==> src/sv/integer_square_root_exact_unit_defines.svh <==
// Assertion helpers used by the square root core.
`ifndef INTEGER_SQUARE_ROOT_EXACT_UNIT_DEFINES_SVH
`define INTEGER_SQUARE_ROOT_EXACT_UNIT_DEFINES_SVH

// Plain property checked at every clock edge outside reset.
`define ISQE_ASSERT(label, clk, rst_n, prop, msg) \
	label: assert property (@(posedge clk) disable iff (!rst_n) (prop)) else $error(msg);

// Antecedent in one cycle implies the consequent in the next cycle.
`define ISQE_ASSERT_NEXT(label, clk, rst_n, ante, cons, msg) \
	label: assert property (@(posedge clk) disable iff (!rst_n) (ante) |=> (cons)) else $error(msg);

`endif

==> src/sv/isqe_pkg.sv <==
package isqe_pkg;

	localparam int DATA_WIDTH = 64;
	localparam int VALUE_W    = 64;
	localparam int ROOT_W     = 32;
	localparam int STATUS_W   = 2;

	// One root bit per step, two operand bits consumed per step.
	localparam int STEPS = (DATA_WIDTH + 1) / 2;
	localparam int OP_W  = 2 * STEPS;
	localparam int REM_W = STEPS + 2;
	localparam int CNT_W = $clog2(STEPS);

	localparam logic [STATUS_W-1:0] ST_EXACT      = 2'd0;
	localparam logic [STATUS_W-1:0] ST_NOT_SQUARE = 2'd1;
	localparam logic [STATUS_W-1:0] ST_NEGATIVE   = 2'd2;

	typedef struct packed {
		logic [ROOT_W-1:0]   root;
		logic [STATUS_W-1:0] status;
	} res_t;

endpackage

==> src/sv/isqe_core.sv <==
`include "integer_square_root_exact_unit_defines.svh"

module isqe_core (
	input  logic                        clk,
	input  logic                        arst_n,
	input  logic                        in_valid,
	output logic                        in_ready,
	input  logic [isqe_pkg::VALUE_W-1:0] in_value,
	output logic                        res_valid,
	input  logic                        res_ready,
	output isqe_pkg::res_t              res
);

	localparam int OP_W  = isqe_pkg::OP_W;
	localparam int REM_W = isqe_pkg::REM_W;
	localparam int STEPS = isqe_pkg::STEPS;
	localparam int CNT_W = isqe_pkg::CNT_W;
	localparam int DW    = isqe_pkg::DATA_WIDTH;
	localparam int ROOT_W = isqe_pkg::ROOT_W;

	localparam logic [1:0] S_IDLE = 2'd0;
	localparam logic [1:0] S_RUN  = 2'd1;
	localparam logic [1:0] S_DONE = 2'd2;

	logic [1:0]       state_q;
	logic [CNT_W-1:0] cnt_q;
	logic [OP_W-1:0]  op_q;
	logic [REM_W-1:0] rem_q;
	logic [STEPS-1:0] root_q;
	logic             neg_q;

	logic             accept;
	logic [REM_W-1:0] shifted;
	logic [REM_W-1:0] trial;
	logic [REM_W:0]   diff;
	logic             exact;

	assign in_ready  = (state_q == S_IDLE) || ((state_q == S_DONE) && res_ready);
	assign accept    = in_valid && in_ready;
	assign res_valid = (state_q == S_DONE);

	// Bring down the next two operand bits and try the odd trial value 4*root+1.
	assign shifted = {rem_q[REM_W-3:0], op_q[OP_W-1 -: 2]};
	assign trial   = {root_q, 2'b01};
	assign diff    = {1'b0, shifted} - {1'b0, trial};

	always_ff @(posedge clk or negedge arst_n) begin
		if (!arst_n) begin
			state_q <= S_IDLE;
			cnt_q   <= '0;
			neg_q   <= 1'b0;
		end else if (accept) begin
			neg_q   <= in_value[DW-1];
			cnt_q   <= CNT_W'(STEPS - 1);
			state_q <= in_value[DW-1] ? S_DONE : S_RUN;
		end else begin
			unique case (state_q)
				S_IDLE: begin
				end
				S_RUN: begin
					if (cnt_q == '0) begin
						state_q <= S_DONE;
					end else begin
						cnt_q <= cnt_q - 1'b1;
					end
				end
				S_DONE: begin
					if (res_ready) begin
						state_q <= S_IDLE;
					end
				end
				default: state_q <= S_IDLE;
			endcase
		end
	end

	always_ff @(posedge clk) begin
		if (accept) begin
			op_q   <= OP_W'(in_value[DW-1:0]);
			rem_q  <= '0;
			root_q <= '0;
		end else if (state_q == S_RUN) begin
			op_q <= {op_q[OP_W-3:0], 2'b00};
			if (!diff[REM_W]) begin
				rem_q  <= diff[REM_W-1:0];
				root_q <= {root_q[STEPS-2:0], 1'b1};
			end else begin
				rem_q  <= shifted;
				root_q <= {root_q[STEPS-2:0], 1'b0};
			end
		end
	end

	// A zero remainder after the last step means the input was a perfect square.
	assign exact = (rem_q == '0);

	always_comb begin
		if (neg_q) begin
			res.status = isqe_pkg::ST_NEGATIVE;
		end else if (exact) begin
			res.status = isqe_pkg::ST_EXACT;
		end else begin
			res.status = isqe_pkg::ST_NOT_SQUARE;
		end
		res.root = (!neg_q && exact) ? ROOT_W'(root_q) : '0;
	end

	`ISQE_ASSERT_NEXT(a_run_ends, clk, arst_n, (state_q == S_RUN) && (cnt_q == '0) && !accept,
		state_q == S_DONE, "last root step did not finish the item")
	`ISQE_ASSERT(a_rem_bound, clk, arst_n,
		(state_q == S_IDLE) || (rem_q <= REM_W'({root_q, 1'b0})),
		"remainder exceeds twice the partial root")
	`ISQE_ASSERT_NEXT(a_accept_busy, clk, arst_n, accept, state_q != S_IDLE,
		"accepted item was dropped")
	`ISQE_ASSERT(a_neg_root_zero, clk, arst_n,
		!(res_valid && neg_q) || ((res.root == '0) && (res.status == isqe_pkg::ST_NEGATIVE)),
		"negative input produced a nonzero root")

endmodule

==> src/sv/isqe_out.sv <==
module isqe_out (
	input  logic           clk,
	input  logic           arst_n,
	input  logic           res_valid,
	output logic           res_ready,
	input  isqe_pkg::res_t res,
	output logic           out_valid,
	input  logic           out_ready,
	output isqe_pkg::res_t out_res
);

	logic           valid_q;
	isqe_pkg::res_t data_q;

	assign res_ready = !valid_q || out_ready;
	assign out_valid = valid_q;
	assign out_res   = data_q;

	always_ff @(posedge clk or negedge arst_n) begin
		if (!arst_n) begin
			valid_q <= 1'b0;
		end else if (res_ready) begin
			valid_q <= res_valid;
		end
	end

	always_ff @(posedge clk) begin
		if (res_ready && res_valid) begin
			data_q <= res;
		end
	end

endmodule

==> src/sv/integer_square_root_exact_unit.sv <==
// Exact integer square root of a signed 64-bit operand.
// Input: one transfer on the s_ side carries the operand in s_tdata. Negative
// operands return status negative with a zero root at once.
// Otherwise a restoring square root produces one root bit per cycle, taking two
// operand bits per cycle from a shift register. The result then waits in the
// core, where its remainder is checked for zero, until the output takes it.
// Output: m_tdata carries the root (zero unless the operand is a perfect
// square), m_tuser carries the status: exact, not a square, or negative.
// One item is in the core at a time: a new operand is taken only when the
// core is idle or in the cycle its predecessor moves to the output register.
// Reset clears all valid and state flags; no result is presented afterward.
// When the receiver stalls, the output register holds its result, the core
// keeps one finished result behind it, and s_tready stays low until room frees.
module integer_square_root_exact_unit (
	input  logic        clk,
	input  logic        arst_n,
	input  logic        s_tvalid,
	output logic        s_tready,
	input  logic [63:0] s_tdata,  // [63:0] value
	output logic        m_tvalid,
	input  logic        m_tready,
	output logic [31:0] m_tdata,  // [31:0] root
	output logic [1:0]  m_tuser   // [1:0] status
);

	logic           res_valid;
	logic           res_ready;
	isqe_pkg::res_t res;
	isqe_pkg::res_t out_res;

	isqe_core u_core (
		.clk       (clk),
		.arst_n    (arst_n),
		.in_valid  (s_tvalid),
		.in_ready  (s_tready),
		.in_value  (s_tdata),
		.res_valid (res_valid),
		.res_ready (res_ready),
		.res       (res)
	);

	isqe_out u_out (
		.clk       (clk),
		.arst_n    (arst_n),
		.res_valid (res_valid),
		.res_ready (res_ready),
		.res       (res),
		.out_valid (m_tvalid),
		.out_ready (m_tready),
		.out_res   (out_res)
	);

	assign m_tdata = out_res.root;
	assign m_tuser = out_res.status;

endmodule
==> config.mk <==
export PLATFORM = sky130hd
export DESIGN_NAME = integer_square_root_exact_unit
export DESIGN_NICKNAME = d
export VERILOG_FILES = /design/src/sv/isqe_pkg.sv /design/src/sv/isqe_core.sv /design/src/sv/isqe_out.sv /design/src/sv/integer_square_root_exact_unit.sv
export VERILOG_INCLUDE_DIRS = /design/src /design/src/sv
export SDC_FILE = /design/constraint.sdc
export NUM_CORES = 1
export LEC_CHECK = 0
export BUFFER_PORTS_ARGS = -buffer_cell sky130_fd_sc_hd__buf_2
export CAP_MARGIN = 25
export CORE_AREA = 4 4 154 156
export DETAILED_ROUTE_END_ITERATION = 12
export DIE_AREA = 0 0 158 160
export GPL_TIMING_DRIVEN = 0
export PLACE_DENSITY = 0.69
export SYNTH_ARGS = -nofsm -noshare
export SYNTH_HDL_FRONTEND = slang
export SYNTH_SLANG_ARGS = --single-unit
export TNS_END_PERCENT = 10
==> constraint.sdc <==
create_clock -name clk -period 3.7 [get_ports clk]
set_input_delay 0.37 -clock clk [delete_from_list [all_inputs] [get_ports clk]]
set_output_delay 0.37 -clock clk [all_outputs]
set_load 0.01 [all_outputs]
==> qor.csv, run 1 <==
metric,value,unit
hpwl dp,15900,um
Final Hold Viols,0,
top-area cell type share of the netlist area,33.5,%
DRT Pass-1 Iters,5,
initial antenna violation count,2,
NumNets Final,1207,
MaxCap Viol Count,0,
Post-Syn Area,8790,um2
post-synth net total,1082,
post-route ant nets,0,
peak supply drop,0.486,mV
Final WS setup,0.645,ns
Core ar.,22400,um2
Worst-Skew Late Latency,0.44,ns
cell accounting for the most synthesized area,edfxtp_1,
vias in the first global route,7250,
largest cells by area after synthesis,"edfxtp_1 33%, dfxtp_1 15%, nand2_1 11%",
setup bufs post-CTS,0,
Root Buffer,clkbuf_16,
die width,158,um
Initial Utilization,39.3,%
Sink Count,173,
Die Area,25300,um2
startpoint types,register,
DIE HEIGHT,160,um
RD Place Congestion,0.926,
Yosys warnings,0,
period utilization,82.6,%
Setup-failing EPs final,0,
largest net degree at the start of global routing,41,
sequential fraction of the synthesis area,51.1,%
# rows,55,
Post-Synthesis Cells,979,
hold-fix buffer count after cts,1,
vias,7315,
pre-CTS setup slack,0.714,ns
Hold WC Path Type,input port to register,
Clock transition at path regs,0.07,ns
GRT Total Usage,17.6,%
max frequency,327,MHz
outcome,finished clean,
CP Class,register to register,
PD cells,950,nW/um2
final wirelength,21700,um
Vias/cell,5.21,
RSZ-0062 raised after global routing,no,
DRC Markers,0,
I/O Buffers,103,
crit end category,register,
wire length per cell,15.5,um
# H-tree levels,4,
# fillers,2155,
worst slew pin tran,0.845,ns
post-layout util,46.4,%
global-route wire length before repair,35800,um
Congestion Overflow GR,0,
Area Growth Syn to Fin,18.0,%
"Distinct cells, synth",56,
share of layout cells above drive strength 1,13.5,%
clock skew,0.00855,ns
setup TNS,0,ns
CTS tree,built,
number of synthesized register bits,173,
Max clock buf depth,2,
critical path peak fanout,10,
mean area per synthesized cell,8.98,um2
"EDFF count, synth",98,
"Slew Viols, Final",0,
ys flop type,edfxtp_1,
"commonest non-fill, non-tap cell in the layout",nand2_1,
"commonest cells after routing, fill and taps aside","247 x nand2_1, 108 x buf_2, 98 x edfxtp_1",
ys async rst share,5.20,%
Worst Path Arrival,3.36,ns
Slew headroom,43.6,%
DRT iter0 DRCs,544,
Ports,104,
fin crit period,3.05,ns
Static Leak,4.39,nW
Worst EP required,4.00,ns
CTS buffer count,17,
Post-CTS Resized,0,
sequential cells by signal (all words and copies together) (netlist names):
signal,flops
u_out.out_res,34
u_core.op_q,64
u_core.state_q,2
u_core.neg_q,1
u_out.out_valid,1
u_core.rem_q,34
u_core.cnt_q,5
u_core.root_q,32
worst max-delay path: stages, from the launching register on:
cell       delay [ns]
dfxtp_1          0.35
inv_1            0.06
ha_1             0.38
nand2_1          0.10
nor3_1           0.28
o2111ai_1        0.16
o211a_1          0.23
a211o_1          0.37
a31oi_2          0.33
buf_4            0.27
mux2i_1          0.27
o22ai_1          0.12
where the power goes:
group,switching [mW],internal [mW],leakage (nW)
Sequential,0.299,2.90,1.59
Combinational,2.97,1.70,2.49
Clock,0.787,1.20,0.303
worst paths after layout:
| kind | depth (start not counted) | slack (ns) | endpoint | from |
|---|---|---|---|---|
| setup / recovery | 11 | 0.65 | u_core.rem_q[24]$_SDFFE_PP0P_ | u_core.root_q[10]$_SDFFE_PP0P_ |
| setup reg to reg | 11 | 0.65 | u_core.rem_q[24]$_SDFFE_PP0P_ | u_core.root_q[10]$_SDFFE_PP0P_ |
| max in group asynchronous | 2 | 3.18 | u_core.cnt_q[2]$_DFFE_PN0P_ | arst_n |
| hold reg to reg | 2 | 0.46 | u_core.rem_q[33]$_SDFFE_PP0P_ | u_core.rem_q[33]$_SDFFE_PP0P_ |
| hold / removal | 3 | 0.18 | u_core.op_q[27]$_DFFE_PP_ | s_tdata[27] |
| min in group asynchronous | 2 | 0.34 | u_core.cnt_q[1]$_DFFE_PN0P_ | arst_n |
metal layers:
layer	track usage, %	wire length, um
met1	23.4	9660
met2	27.8	9860
met3	4.12	1490
met4	6.94	682
met5	0	13
cells in the mapped netlist, drive strengths merged, types with 14 or more instances:
library cell and instances:
a21o 17, a21oi 37, and2 35, buf 17, clkbuf 36, dfxtp 66, edfxtp 98, ha 35
inv 50, nand2 247, nand3 96, nor2 27, o21ai 70, xnor2 14, xor2 17
kinds of logic (layout without fill, tap and decap cells):
kind of cell               after synthesis  after routing  synth area share, %
adders and majority gates               35             35                 4.98
DFF                                    173            173                 51.1
xor gates and xnor gates                31             31                 3.09
AOI/OAI and AO/OA                      172            172                 12.0
buffers and inverters                  103            241                 4.68
other                                    0              1                    0
and+or+nand+nor                        462            462                 23.9
muxes                                    3              3                0.342
cell type report:
| class | instances | area, um2 | share of cell area (%) |
|---|---|---|---|
| Multi-Input combinational cell | 703 | 3900 | 37.6 |
| Clock buffer | 18 | 429 | 4.14 |
| Buffer | 53 | 224 | 2.16 |
| Clock inverter | 14 | 216 | 2.09 |
| Antenna cell | 1 | 2.50 | 0.0241 |
| Timing Repair Buffer | 106 | 573 | 5.52 |
| Tap cell | 285 | 357 | 3.44 |
| Sequential cell | 173 | 4490 | 43.3 |
| Inverter | 50 | 188 | 1.81 |
stage by stage:
step           std cells  cell area [um2]  total power [mW]  hold WS, ns
2_1_floorplan        979             8790              6.55       0.0744
3_3_place_gp        1367             9660              7.75        0.235
3_5_place_dp        1369             9720              7.85        0.238
4_1_cts             1402            10400              9.88        0.167
5_1_grt             1402            10400              10.6        0.182
6_report            1403            10400              9.86        0.184
Note: power is estimated with default switching activity, not from simulation.
==> inputs of run 2 (changes only) <==
Clock period 3.7 ns to 3 ns, I/O delays scaled along.
==> run 2 against run 1 <==
  * Clock skew about the same
  * First-iteration DRC count decreased by 7.7%
  * Via count increased by 1.1%
  * Utilization increased by 0.49 points
  * Clock power increased by 23%
  * Sequential share of layout area decreased by 0.45 points
  * Count of clock-buffer cells in the layout unchanged
  * Critical path type unchanged
==> qor.csv, run 2 (synthesized netlist as in run 1, its figures left out) <==
metric,value,unit,change
RD Place Congestion,0.926,,unchanged
CP max-delay cell,nor2b_2,,
Ports,104,,unchanged
CTS tree,built,,
pre-CTS setup slack,0.0140,ns,-0.700 ns
Static Leak,4.40,nW,+0.43%
die width,158,um,unchanged
Worst-Skew Late Latency,0.44,ns,about the same
Most Frequent Cell on Critical Path,nor4_1,,
Die Area,25300,um2,unchanged
Levels on crit path,7,,-4
"commonest non-fill, non-tap cell in the layout",nand2_1,,
FF-to-FF path depth,7,,-4
vias,7394,,+1.1%
startpoint types,register,,
vias in the first global route,7249,,-0.014%
global-route wire length before repair,35800,um,about the same
fin crit period,2.87,ns,-0.189 ns
period utilization,95.5,%,+13 points
Max clock buf depth,2,,unchanged
MaxCap Viol Count,0,,unchanged
Hold WC Path Type,input port to register,,
max frequency,349,MHz,+6.6%
Biggest register,u_core.op_q,,
PD cells,1190,nW/um2,+25%
initial antenna violation count,2,,unchanged
GRT Total Usage,17.6,%,about the same
crit end category,register,,
Congestion Overflow GR,0,,unchanged
post-route ant nets,0,,unchanged
Area Growth Syn to Fin,19.3,%,
Final Hold Viols,0,,unchanged
final wirelength,22000,um,+1.5%
Setup-failing EPs final,0,,unchanged
CP Class,register to register,,
CTS buffer count,17,,unchanged
Initial Utilization,39.3,%,unchanged
# rows,55,,unchanged
peak supply drop,0.590,mV,+21%
"CP delay by family, top",simple AND/OR/NAND/NOR gates,,
Clock transition at path regs,0.07,ns,about the same
hold depth,3,,unchanged
max incr delay on CP,0.56,ns,+0.18 ns
Slew headroom,54.8,%,+11 points
Final WS setup,0.135,ns,-0.511 ns
share of layout cells above drive strength 1,15.3,%,+1.8 points
worst slew pin tran,0.678,ns,-0.167 ns
post-layout util,46.9,%,+0.49 points
NumNets Final,1207,,unchanged
DRT iter0 DRCs,502,,-7.7%
Worst Path Arrival,3.17,ns,-0.19 ns
DRT Pass-1 Iters,5,,unchanged
critical path peak fanout,10,,unchanged
Core ar.,22400,um2,unchanged
clock skew,0.00895,ns,+0.000400 ns
Root Buffer,clkbuf_16,,
# fillers,2145,,-0.46%
Worst EP required,3.30,ns,-0.70 ns
"Slew Viols, Final",0,,unchanged
I/O Buffers,103,,unchanged
r2r setup slk,0.13,ns,-0.51 ns
cells along the critical path,"nor4_1, and4_1, nand4_1, nor4_1, nor2b_2, clkbuf_1, and2_1",,
# H-tree levels,4,,unchanged
DRC Markers,0,,unchanged
Sink Count,173,,unchanged
max reg flops,64,,unchanged
Vias/cell,5.27,,+1.1%
hpwl dp,15900,um,unchanged
outcome,finished clean,,
wire length per cell,15.7,um,+1.5%
DIE HEIGHT,160,um,unchanged
"commonest cells after routing, fill and taps aside","247 x nand2_1, 108 x buf_2, 98 x edfxtp_1",,
CP Buf/Inv Count,1,,-1
largest net degree at the start of global routing,41,,unchanged
-- run 2: worst paths after layout --
check,end,from
hold reg to reg,u_core.rem_q[33]$_SDFFE_PP0P_,u_core.rem_q[33]$_SDFFE_PP0P_
setup reg to reg,u_out.out_res[28]$_SDFFCE_PN0P_,u_core.rem_q[6]$_SDFFE_PP0P_
min in group asynchronous,u_out.out_valid$_DFFE_PN0N_,arst_n
setup / recovery,u_out.out_res[28]$_SDFFCE_PN0P_,u_core.rem_q[6]$_SDFFE_PP0P_
max in group asynchronous,u_core.cnt_q[2]$_DFFE_PN0P_,arst_n
hold / removal,u_core.op_q[27]$_DFFE_PP_,s_tdata[27]
-- run 2: power breakdown --
group / switching, mW / internal, mW / total [mW]
Clock: 0.972 / 1.48 / 2.45
Sequential: 0.379 / 3.58 / 3.96
Combinational: 3.79 / 2.26 / 6.05
-- run 2: routing by layer --
layer	part of all wire [%]	vias to the layer above	global-route usage [%]
met5	0.059	-	0
met4	2.9	2	6.94
met3	6.7	52	4.12
met2	46	267	27.8
met1	44	3412	23.4
li1	-	3661	-
-- run 2: repair_timing --
action	4_1_cts	5_1_grt
pin swaps	2	6
buffers inserted	0	3
endpoints found under the hold margin	9	0
resized for setup	2	20
hold buffers	1	0
setup endpoints to repair	6	34
-- run 2: layout make-up --
type | instances | area (um2) | share of cell area, %
tap | 285 | 357 | 3.40
buffer | 50 | 216 | 2.06
multi-input combinational | 703 | 3990 | 38.1
sequential | 173 | 4490 | 42.8
timing repair buffer | 109 | 596 | 5.68
clock inverter | 14 | 216 | 2.06
antenna | 1 | 2.50 | 0.0239
clock buffer | 18 | 429 | 4.09
inverter | 50 | 188 | 1.79
-- run 2: worst min-delay path: cells and delay by family --
family | cells | cell delay, ns
buffers and inverters | 1 | 0.07
and+or+nand+nor | 2 | 0.08
-- run 2: stage by stage --
step | setup TNS, ns | hold slack [ns] | total power, mW | cells | area [um2]
floorplan | 0 | 0.00441 | 8.08 | 979 | 8790
global placement | -52.45 | 0.165 | 9.56 | 1367 | 9660
detailed placement | 0 | 0.168 | 9.69 | 1369 | 9720
CTS | -0.00274 | 0.0972 | 12.2 | 1402 | 10400
global route | -0.0543 | 0.112 | 13.3 | 1402 | 10500
finish | 0 | 0.115 | 12.5 | 1403 | 10500
